File: src/sv/slm_pkg.sv
`timescale 1ns / 1ps
// ----------------------------------------------------------------------------
// slm_pkg: shared types and constants for the sorted list merge core
// record layout, operation and command codes, list and queue sizing
// ----------------------------------------------------------------------------
package slm_pkg;

  localparam int LIST_DEPTH = 16;
  localparam int IDX_W      = (LIST_DEPTH > 1) ? $clog2(LIST_DEPTH) : 1;
  localparam int CNT_W      = $clog2(LIST_DEPTH + 1);

  localparam int OP_W   = 2;
  localparam int SUBJ_W = 20;
  localparam int STUD_W = 27;

  localparam int FIFO_DEPTH = 2;
  localparam int FIFO_AW    = $clog2(FIFO_DEPTH);

  localparam logic [OP_W-1:0] OP_LOAD_FIRST  = 2'd0;
  localparam logic [OP_W-1:0] OP_LOAD_SECOND = 2'd1;
  localparam logic [OP_W-1:0] OP_MERGE       = 2'd2;

  localparam logic [1:0] CMD_LOAD_FIRST  = 2'd0;
  localparam logic [1:0] CMD_LOAD_SECOND = 2'd1;
  localparam logic [1:0] CMD_MERGE       = 2'd2;

  typedef struct packed {
    logic [SUBJ_W-1:0] subject;
    logic [STUD_W-1:0] student;
  } rec_t;

  typedef struct packed {
    logic [1:0] kind;
    rec_t       rec;
  } cmd_t;

  typedef struct packed {
    logic full;
    logic empty;
  } fifo_status_t;

endpackage

File: src/sv/slm_in_if.sv
`timescale 1ns / 1ps
// ----------------------------------------------------------------------------
// slm_in_if: input transaction channel
// operation code plus the record to load
// ----------------------------------------------------------------------------
interface slm_in_if;
  logic                         valid;
  logic                         ready;
  logic [slm_pkg::OP_W-1:0]     operation;
  logic [slm_pkg::SUBJ_W-1:0]   subject_code;
  logic [slm_pkg::STUD_W-1:0]   student_number;

  modport source (output valid, operation, subject_code, student_number, input ready);
  modport sink   (input valid, operation, subject_code, student_number, output ready);
endinterface

File: src/sv/slm_out_if.sv
`timescale 1ns / 1ps
// ----------------------------------------------------------------------------
// slm_out_if: output transaction channel
// one merged record per transaction, last flag on the final one
// ----------------------------------------------------------------------------
interface slm_out_if;
  logic                         valid;
  logic                         ready;
  logic [slm_pkg::SUBJ_W-1:0]   out_subject_code;
  logic [slm_pkg::STUD_W-1:0]   out_student_number;
  logic                         last_record;

  modport source (output valid, out_subject_code, out_student_number, last_record,
                  input ready);
  modport sink   (input valid, out_subject_code, out_student_number, last_record,
                  output ready);
endinterface

File: src/sv/sorted_list_merge_core.sv
`timescale 1ns / 1ps
// ----------------------------------------------------------------------------
// sorted_list_merge_core: two-way merge of two sorted record lists
// loads records into two lists and emits them merged by ascending subject code
// ----------------------------------------------------------------------------
//  channel   dir   payload                                               transaction
//  items     in    operation, subject_code, student_number               load or merge
//  records   out   out_subject_code, out_student_number, last_record     merged record
//
//  loads are taken one per cycle while no merge runs; a merge first fetches
//  the list heads from the registered-read list memories, then emits one
//  record per cycle from the head compare
//  items are decoded into a two-entry command queue; input stalls once both
//  entries wait behind a running merge, and a merge stalls on records.ready
//  rst is synchronous; list memories need no clearing, counts reset to zero
// ----------------------------------------------------------------------------
module sorted_list_merge_core (
  input  logic       clk,
  input  logic       rst,
  slm_in_if.sink     items,
  slm_out_if.source  records
);

  slm_pkg::fifo_status_t  fifo_status;
  slm_pkg::cmd_t          push_cmd;
  slm_pkg::cmd_t          head_cmd;
  logic                   push;
  logic                   pop;

  slm_front u_front (
    .items       (items),
    .fifo_status (fifo_status),
    .push        (push),
    .cmd         (push_cmd)
  );

  slm_cmd_fifo u_fifo (
    .clk      (clk),
    .rst      (rst),
    .push     (push),
    .push_cmd (push_cmd),
    .pop      (pop),
    .head_cmd (head_cmd),
    .status   (fifo_status)
  );

  slm_back u_back (
    .clk         (clk),
    .rst         (rst),
    .fifo_status (fifo_status),
    .head_cmd    (head_cmd),
    .pop         (pop),
    .records     (records)
  );

endmodule

File: src/sv/slm_front.sv
`timescale 1ns / 1ps
// ----------------------------------------------------------------------------
// slm_front: input decode
// accepts transactions, turns operation codes into commands, drops unknown ones
// ----------------------------------------------------------------------------
module slm_front (
  slm_in_if.sink                 items,
  input  slm_pkg::fifo_status_t  fifo_status,
  output logic                   push,
  output slm_pkg::cmd_t          cmd
);

  logic cmd_ok;

  always_comb begin
    cmd.rec.subject = items.subject_code;
    cmd.rec.student = items.student_number;
    cmd.kind        = slm_pkg::CMD_MERGE;
    cmd_ok          = 1'b1;
    case (items.operation)
      slm_pkg::OP_LOAD_FIRST:  cmd.kind = slm_pkg::CMD_LOAD_FIRST;
      slm_pkg::OP_LOAD_SECOND: cmd.kind = slm_pkg::CMD_LOAD_SECOND;
      slm_pkg::OP_MERGE:       cmd.kind = slm_pkg::CMD_MERGE;
      default:                 cmd_ok   = 1'b0;
    endcase
  end

  assign items.ready = !fifo_status.full;
  assign push        = items.valid && !fifo_status.full && cmd_ok;

endmodule

File: src/sv/slm_cmd_fifo.sv
`timescale 1ns / 1ps
// ----------------------------------------------------------------------------
// slm_cmd_fifo: command queue
// short queue between decode and execution
// ----------------------------------------------------------------------------
module slm_cmd_fifo (
  input  logic                   clk,
  input  logic                   rst,
  input  logic                   push,
  input  slm_pkg::cmd_t          push_cmd,
  input  logic                   pop,
  output slm_pkg::cmd_t          head_cmd,
  output slm_pkg::fifo_status_t  status
);

  slm_pkg::cmd_t                entries [slm_pkg::FIFO_DEPTH];
  logic [slm_pkg::FIFO_AW-1:0]  wr_ptr;
  logic [slm_pkg::FIFO_AW-1:0]  rd_ptr;
  logic [slm_pkg::FIFO_AW:0]    fill;
  logic                         do_push;
  logic                         do_pop;

  assign status.full  = (fill == (slm_pkg::FIFO_AW + 1)'(slm_pkg::FIFO_DEPTH));
  assign status.empty = (fill == '0);
  assign do_push      = push && !status.full;
  assign do_pop       = pop && !status.empty;
  assign head_cmd     = entries[rd_ptr];

  always_ff @(posedge clk) begin
    if (do_push) begin
      entries[wr_ptr] <= push_cmd;
    end
  end

  always_ff @(posedge clk) begin
    if (rst) begin
      wr_ptr <= '0;
      rd_ptr <= '0;
      fill   <= '0;
    end else begin
      if (do_push) begin
        wr_ptr <= wr_ptr + 1'b1;
      end
      if (do_pop) begin
        rd_ptr <= rd_ptr + 1'b1;
      end
      case ({do_push, do_pop})
        2'b10:   fill <= fill + 1'b1;
        2'b01:   fill <= fill - 1'b1;
        default: fill <= fill;
      endcase
    end
  end

endmodule

File: src/sv/slm_back.sv
`timescale 1ns / 1ps
// ----------------------------------------------------------------------------
// slm_back: list storage and merge sequencer
// stores both lists, walks their heads and, unless records.ready stalls it, emits one record per cycle
// ----------------------------------------------------------------------------
module slm_back (
  input  logic                   clk,
  input  logic                   rst,
  input  slm_pkg::fifo_status_t  fifo_status,
  input  slm_pkg::cmd_t          head_cmd,
  output logic                   pop,
  slm_out_if.source              records
);

  localparam logic ST_IDLE  = 1'b0;
  localparam logic ST_MERGE = 1'b1;

  slm_pkg::rec_t               mem_a [slm_pkg::LIST_DEPTH];
  slm_pkg::rec_t               mem_b [slm_pkg::LIST_DEPTH];
  slm_pkg::rec_t               rd_a;
  slm_pkg::rec_t               rd_b;
  slm_pkg::rec_t               o_rec;
  logic                        o_valid;
  logic                        o_last;
  logic                        state;
  logic [slm_pkg::CNT_W-1:0]   cnt_a;
  logic [slm_pkg::CNT_W-1:0]   cnt_b;
  logic [slm_pkg::CNT_W-1:0]   ia;
  logic [slm_pkg::CNT_W-1:0]   ib;
  logic [slm_pkg::CNT_W-1:0]   ia_next;
  logic [slm_pkg::CNT_W-1:0]   ib_next;
  logic                        o_load;
  logic                        take_a;
  logic                        have_a;
  logic                        have_b;
  logic                        merge_done;
  logic                        wr_a;
  logic                        wr_b;
  logic                        start_merge;

  always_comb begin
    pop         = (state == ST_IDLE) && !fifo_status.empty;
    wr_a        = pop && (head_cmd.kind == slm_pkg::CMD_LOAD_FIRST)
                  && (cnt_a < slm_pkg::CNT_W'(slm_pkg::LIST_DEPTH));
    wr_b        = pop && (head_cmd.kind == slm_pkg::CMD_LOAD_SECOND)
                  && (cnt_b < slm_pkg::CNT_W'(slm_pkg::LIST_DEPTH));
    start_merge = pop && (head_cmd.kind == slm_pkg::CMD_MERGE)
                  && ((cnt_a != '0) || (cnt_b != '0));
    o_load      = (state == ST_MERGE) && (!o_valid || records.ready);
    have_a      = ia < cnt_a;
    have_b      = ib < cnt_b;
    take_a      = have_a && (!have_b || (rd_a.subject < rd_b.subject));
    ia_next     = ia;
    ib_next     = ib;
    if (o_load) begin
      if (take_a) begin
        ia_next = ia + 1'b1;
      end else begin
        ib_next = ib + 1'b1;
      end
    end
    merge_done = o_load && (ia_next >= cnt_a) && (ib_next >= cnt_b);
    if (merge_done) begin
      ia_next = '0;
      ib_next = '0;
    end
  end

  // list storage, read data registered at the next head position
  always_ff @(posedge clk) begin
    if (wr_a) begin
      mem_a[cnt_a[slm_pkg::IDX_W-1:0]] <= head_cmd.rec;
    end
    if (wr_b) begin
      mem_b[cnt_b[slm_pkg::IDX_W-1:0]] <= head_cmd.rec;
    end
    rd_a <= mem_a[ia_next[slm_pkg::IDX_W-1:0]];
    rd_b <= mem_b[ib_next[slm_pkg::IDX_W-1:0]];
  end

  always_ff @(posedge clk) begin
    if (o_load) begin
      o_rec  <= take_a ? rd_a : rd_b;
      o_last <= merge_done;
    end
  end

  always_ff @(posedge clk) begin
    if (rst) begin
      state   <= ST_IDLE;
      cnt_a   <= '0;
      cnt_b   <= '0;
      ia      <= '0;
      ib      <= '0;
      o_valid <= 1'b0;
    end else begin
      ia <= ia_next;
      ib <= ib_next;
      if (wr_a) begin
        cnt_a <= cnt_a + 1'b1;
      end
      if (wr_b) begin
        cnt_b <= cnt_b + 1'b1;
      end
      if (start_merge) begin
        state <= ST_MERGE;
      end
      if (merge_done) begin
        state <= ST_IDLE;
        cnt_a <= '0;
        cnt_b <= '0;
      end
      if (o_load) begin
        o_valid <= 1'b1;
      end else if (records.ready) begin
        o_valid <= 1'b0;
      end
    end
  end

  assign records.valid              = o_valid;
  assign records.out_subject_code   = o_rec.subject;
  assign records.out_student_number = o_rec.student;
  assign records.last_record        = o_last;

  a_merge_has_work: assert property (@(posedge clk) disable iff (rst)
    (state == ST_MERGE) |-> (have_a || have_b))
    else $error("merge running with both lists used up");

  a_lists_cleared: assert property (@(posedge clk) disable iff (rst)
    merge_done |=> (cnt_a == '0) && (cnt_b == '0) && (ia == '0) && (ib == '0))
    else $error("lists not emptied after merge");

  a_count_bound: assert property (@(posedge clk) disable iff (rst)
    (cnt_a <= slm_pkg::CNT_W'(slm_pkg::LIST_DEPTH))
    && (cnt_b <= slm_pkg::CNT_W'(slm_pkg::LIST_DEPTH)))
    else $error("list count beyond depth");

  a_no_pop_in_merge: assert property (@(posedge clk) disable iff (rst)
    (state == ST_MERGE) |-> !pop)
    else $error("command taken while merge runs");

  a_heads_idle: assert property (@(posedge clk) disable iff (rst)
    (state == ST_IDLE) |-> (ia == '0) && (ib == '0))
    else $error("head index not at start while idle");

endmodule

File: src/flat_wrapper.sv
// flat-port wrapper written by rule: the top's interface ports become plain ports
module sorted_list_merge_core_flat 
  (clk, rst, items_valid, items_operation, items_subject_code, items_student_number, items_ready, records_valid, records_out_subject_code, records_out_student_number, records_last_record, records_ready);
  slm_in_if items_i ();
  slm_out_if records_i ();
  input  logic clk;
  input  logic rst;
  input wire logic [$bits(items_i.valid)-1:0] items_valid;
  input wire logic [$bits(items_i.operation)-1:0] items_operation;
  input wire logic [$bits(items_i.subject_code)-1:0] items_subject_code;
  input wire logic [$bits(items_i.student_number)-1:0] items_student_number;
  output wire logic [$bits(items_i.ready)-1:0] items_ready;
  output wire logic [$bits(records_i.valid)-1:0] records_valid;
  output wire logic [$bits(records_i.out_subject_code)-1:0] records_out_subject_code;
  output wire logic [$bits(records_i.out_student_number)-1:0] records_out_student_number;
  output wire logic [$bits(records_i.last_record)-1:0] records_last_record;
  input wire logic [$bits(records_i.ready)-1:0] records_ready;
  assign items_i.valid = items_valid;
  assign items_i.operation = items_operation;
  assign items_i.subject_code = items_subject_code;
  assign items_i.student_number = items_student_number;
  assign items_ready = items_i.ready;
  assign records_valid = records_i.valid;
  assign records_out_subject_code = records_i.out_subject_code;
  assign records_out_student_number = records_i.out_student_number;
  assign records_last_record = records_i.last_record;
  assign records_i.ready = records_ready;
  sorted_list_merge_core u_core (.clk(clk), .rst(rst), .items(items_i), .records(records_i));
endmodule
File: config.mk
export PLATFORM = sky130hd
export DESIGN_NAME = sorted_list_merge_core_flat
export DESIGN_NICKNAME = d
export VERILOG_FILES = /design/src/sv/slm_pkg.sv /design/src/sv/slm_in_if.sv /design/src/sv/slm_out_if.sv /design/src/sv/sorted_list_merge_core.sv /design/src/sv/slm_front.sv /design/src/sv/slm_cmd_fifo.sv /design/src/sv/slm_back.sv /design/src/flat_wrapper.sv
export SDC_FILE = /design/constraint.sdc
export NUM_CORES = 2
export LEC_CHECK = 0
export ABC_AREA = 1
export ABC_CLOCK_PERIOD_IN_PS = 4500
export BUFFER_PORTS_ARGS = -buffer_cell sky130_fd_sc_hd__buf_2
export CAP_MARGIN = 0
export CORE_MARGIN = 2
export CORE_UTILIZATION = 60
export DETAILED_ROUTE_END_ITERATION = 6
export HOLD_SLACK_MARGIN = 0.15
export PLACE_DENSITY = 0.76
export SYNTH_ARGS = -nofsm -noshare
export SYNTH_HDL_FRONTEND = slang
export SYNTH_SLANG_ARGS = --single-unit
File: constraint.sdc
create_clock -name clk -period 4.5 [get_ports clk]
set_clock_uncertainty 0.05 [all_clocks]
set_input_delay 0.225 -clock clk [delete_from_list [all_inputs] [get_ports clk]]
set_output_delay 0.225 -clock clk [all_outputs]
set_load 0.03 [all_outputs]
==> metrics.log <==
[metrics] global placer's final weighted congestion: 0.9051
[metrics] ranking of synthesized cells by area: edfxtp_1 (65%), nand3_1 (9.3%), inv_1 (6.2%)
[metrics] first-pass GRT wire length: 325300 um
[metrics] leakage: 36.21 nW
[metrics] Worst setup EP type: register
[metrics] Pre-Repair DR Iteration Count: 7
[metrics] number of port buffers: 102
[metrics] Synth async-reset ratio: 0%
[metrics] vertical extent of the die: 360.9 um
[metrics] largest driver fanout on the critical path: 15
[metrics] CP max-delay cell: dfxtp_1
[metrics] most common cell in the netlist: edfxtp_1
[metrics] area of the mapped netlist: 0.07643 sq mm
[metrics] number of levels the H-tree was split into: 4
[metrics] Overflow after GRT: 0
[metrics] cell occurring most often along the worst timing path: nand2_1
[metrics] Fmax: 0.2221 GHz
[metrics] starting DRC count in detailed routing: 9091
[metrics] fraction of the cycle the final worst path needs: 100.1%
[metrics] vias per cell: 6.195
[metrics] count of placed standard cells including taps: 8465
[metrics] data required time at the worst endpoint: 5.18 ns
[metrics] antenna violations before repair: 10
[metrics] start-to-end type of the worst setup path: register to register
[metrics] Synth top area share: 64.83%
[metrics] arrival time at the worst endpoint: 5.18 ns
[metrics] number of clock buffers inserted by TritonCTS: 173
[metrics] ratio of cells with drive above 1 in the final layout: 11.45%
[metrics] longest individual stage delay on the worst path: 0.37 ns
[metrics] Total Negative Setup Slacks: -0.002784 ns
[metrics] total number of yosys warnings: 0
[metrics] actual slew at the worst max-slew pin: 1.406 ns
[metrics] count of boundary I/O pins: 103
[metrics] Worst slew margin: 6.068%
[metrics] path category of the worst min-delay check: primary input to register
[metrics] overall fraction of global-route tracks in use: 33.35%
[metrics] DRC violations left: 3
[metrics] clk root buf: clkbuf_16
[metrics] per-instance average area after synthesis: 11.06 sq um
[metrics] synthesized netlist cell count: 6908
[metrics] area leader, netlist: edfxtp_1
[metrics] via count of the first global-routing pass: 52890
[metrics] filler cell count: 8149
[metrics] area of the multi-input gates: 0.01835 sq mm
[metrics] post-synthesis register bit count: 1771
[metrics] nets in the synthesized netlist: 7009
[metrics] antenna violation net count after detailed routing: 0
[metrics] smallest setup slack after layout: -0.002784 ns
[metrics] Slew Viols, Final: 0
[metrics] clk buf depth: 3
[metrics] CTS clock-pin slew for the worst setup and hold paths: 0.07 ns
[metrics] row count: 130
[metrics] max-cap violations: 0
[metrics] sequential-to-total area share from yosys stat: 67.99%
[metrics] TritonCTS clock tree: yes
[metrics] status: complete, but fails checks
[metrics] commonest cells in the netlist: edfxtp_1 (1650), nand3_1 (1419), inv_1 (1253)
[metrics] Die Wd: 360.9 um
[metrics] final critical path time including I/O delays and setup: 4.503 ns
[metrics] nets@finish: 7229
[metrics] pin count of the biggest net entering global routing: 204
[metrics] Starting Density: 60.63%
[metrics] number of sinks handled by clock tree synthesis: 1771
[metrics] final setup vio count: 1
[metrics] post-layout instance count excluding filler cells: 8928
[metrics] post-synthesis cell type count: 39
[metrics] total detailed-routing wirelength: 225500 um
[metrics] Die ar.: 0.1303 sq mm
[metrics] number of synthesized flops with an enable pin: 1650
[metrics] DP HPWL: 118100 um
[metrics] detail-routed net length per standard cell: 25.26 um
[metrics] cell area power density: 490.9 mW/mm^2
[metrics] kind of launch point of the worst setup path: register
[metrics] vias post-DR: 55310
[metrics] worst-skew pair later-pin latency: 0.82 ns
[metrics] sequential cell area: 0.05198 sq mm
[metrics] Hold Vio Cnt, Final: 0
[metrics] placeable core region: 0.1261 sq mm
[metrics] worst voltage drop across the vdd grid: 0.5534 mV
[metrics] top_reg_cell synth: edfxtp_1
[metrics] Area growth syn-to-layout: 15.83%
[metrics] violations in the final reports: DRC, setup timing
==> registers in the layout (all words and copies together), names as in the netlist, 2 cells and up, named ones only <==
register	count
u_core.u_back.records.out_student_number	27
u_core.u_back.ib	5
u_core.u_back.ia	5
u_core.u_back.cnt_b	5
u_core.u_fifo.fill	2
u_core.u_fifo.entries	98
u_core.u_back.mem_b	752
u_core.u_back.rd_b	47
u_core.u_back.records.out_subject_code	20
u_core.u_back.rd_a	47
u_core.u_back.cnt_a	5
u_core.u_back.mem_a	752
==> cells by family (layout without fill, tap and decap cells) <==
| family | Yosys count | after routing | synth area share, % |
|---|---|---|---|
| xor+xnor | 4 | 4 | 0.04584 |
| mux | 28 | 28 | 0.4109 |
| other cells | 0 | 5 | 0 |
| simple gates | 3284 | 3284 | 21.45 |
| fa+ha+maj | 48 | 48 | 0.7858 |
| compound gates | 58 | 58 | 0.3978 |
| buf+inv | 1715 | 2080 | 8.918 |
| flops | 1771 | 1771 | 67.99 |
==> metal layers <==
| metal | part of all wire [%] | global-route usage [%] |
|---|---|---|
| met5 | 0.018 | 0 |
| met4 | 5.4 | 16.42 |
| met3 | 13 | 7.009 |
| met2 | 46 | 52.78 |
| met1 | 35 | 44.21 |
==> through the flow <==
step / utilization [%] / area [sq um] / hold slack (ns) / total power [mW] / worst slack (ns)
6_report: 70.23 / 88530 / 0.1764 / 43.46 / -0.002784
3_5_place_dp: 63.90 / 80550 / 0.3664 / 28.13 / -0.1812
3_3_place_gp: 63.90 / 80550 / 0.3630 / 27.93 / -0.1124
5_1_grt: 70.22 / 88520 / 0.1547 / 44.55 / -0.1628
4_1_cts: 69.36 / 87440 / 0.1518 / 42.80 / 0.03023
2_1_floorplan: - / 76430 / 0.2739 / 25.00 / 0.3370
==> final cells by class <==
type | instances | share of cell area [%]
clock inverter | 77 | 0.9639
antenna | 5 | 0.01413
clock buffer | 243 | 5.537
sequential | 1771 | 58.72
timing repair inverter | 1 | 0.01272
multi-input combinational | 3422 | 20.73
timing repair buffer | 500 | 6.326
inverter | 1259 | 5.372
tap | 1650 | 2.332
==> critical path, delay by kind of cell (launching register included) <==
| kind | cells | cell delay [ns] |
|---|---|---|
| fa+ha+maj | 2 | 0.66 |
| compound gates | 3 | 0.47 |
| buf+inv | 7 | 0.96 |
| flops | 1 | 0.37 |
| simple gates | 18 | 1.91 |
==> placed cells by master, fill, tap and decap left out, types with 8 or more instances in the layout <==
cell	instances
a21oi_1	43
buf_12	103
buf_16	11
buf_2	102
buf_4	159
buf_6	12
bufinv_16	18
clkbuf_1	48
clkbuf_16	197
clkbuf_8	14
clkinv_1	20
clkinv_2	27
dfxtp_1	112
dfxtp_2	9
dlygate4sd3_1	92
edfxtp_1	1650
ha_1	41
inv_1	1243
inv_2	11
inv_6	8
mux2_2	27
nand2_1	1018
nand2_2	17
nand3_1	1388
nand3_2	29
nand3b_1	329
nand4_1	382
nor2_1	48
nor2_2	8
nor2_4	38
==> final timing paths <==
| path | from | to | slack (ns) | cells past startpoint |
|---|---|---|---|---|
| worst max-delay path | u_core.u_back.rd_a[31]$_DFF_P_ | u_core.u_back.rd_a[42]$_DFF_P_ | -0.003 | 30 |
| worst min-delay path | items_student_number[25] | u_core.u_fifo.entries[1][25]$_DFFE_PP_ | 0.18 | 2 |
| worst max register to register | u_core.u_back.rd_a[31]$_DFF_P_ | u_core.u_back.rd_a[42]$_DFF_P_ | -0.003 | 30 |
| worst min register to register | u_core.u_back.cnt_b[1]$_SDFFE_PP0P_ | u_core.u_back.cnt_b[1]$_SDFFE_PP0P_ | 0.45 | 2 |
==> power by group <==
| part | internal [mW] | total (mW) | switching (mW) |
|---|---|---|---|
| sequential | 20.8 | 21.1 | 0.306 |
| combinational | 1.83 | 7.58 | 5.75 |
| clock | 8.63 | 14.8 | 6.19 |
| total | 31.2 | 43.5 | 12.2 |
==> repair_timing <==
| action | 4_1_cts | 5_1_grt |
|---|---|---|
| pin swaps | 2 | 53 |
| endpoints found under the setup margin | 61 | 95 |
| hold buffers | 92 | 0 |
| gates cloned | 3 | 19 |
| resized for setup | 18 | 117 |
| endpoints found under the hold margin | 108 | 0 |
| buffers inserted | 4 | 23 |
Note: power is estimated with default switching activity, not from simulation.
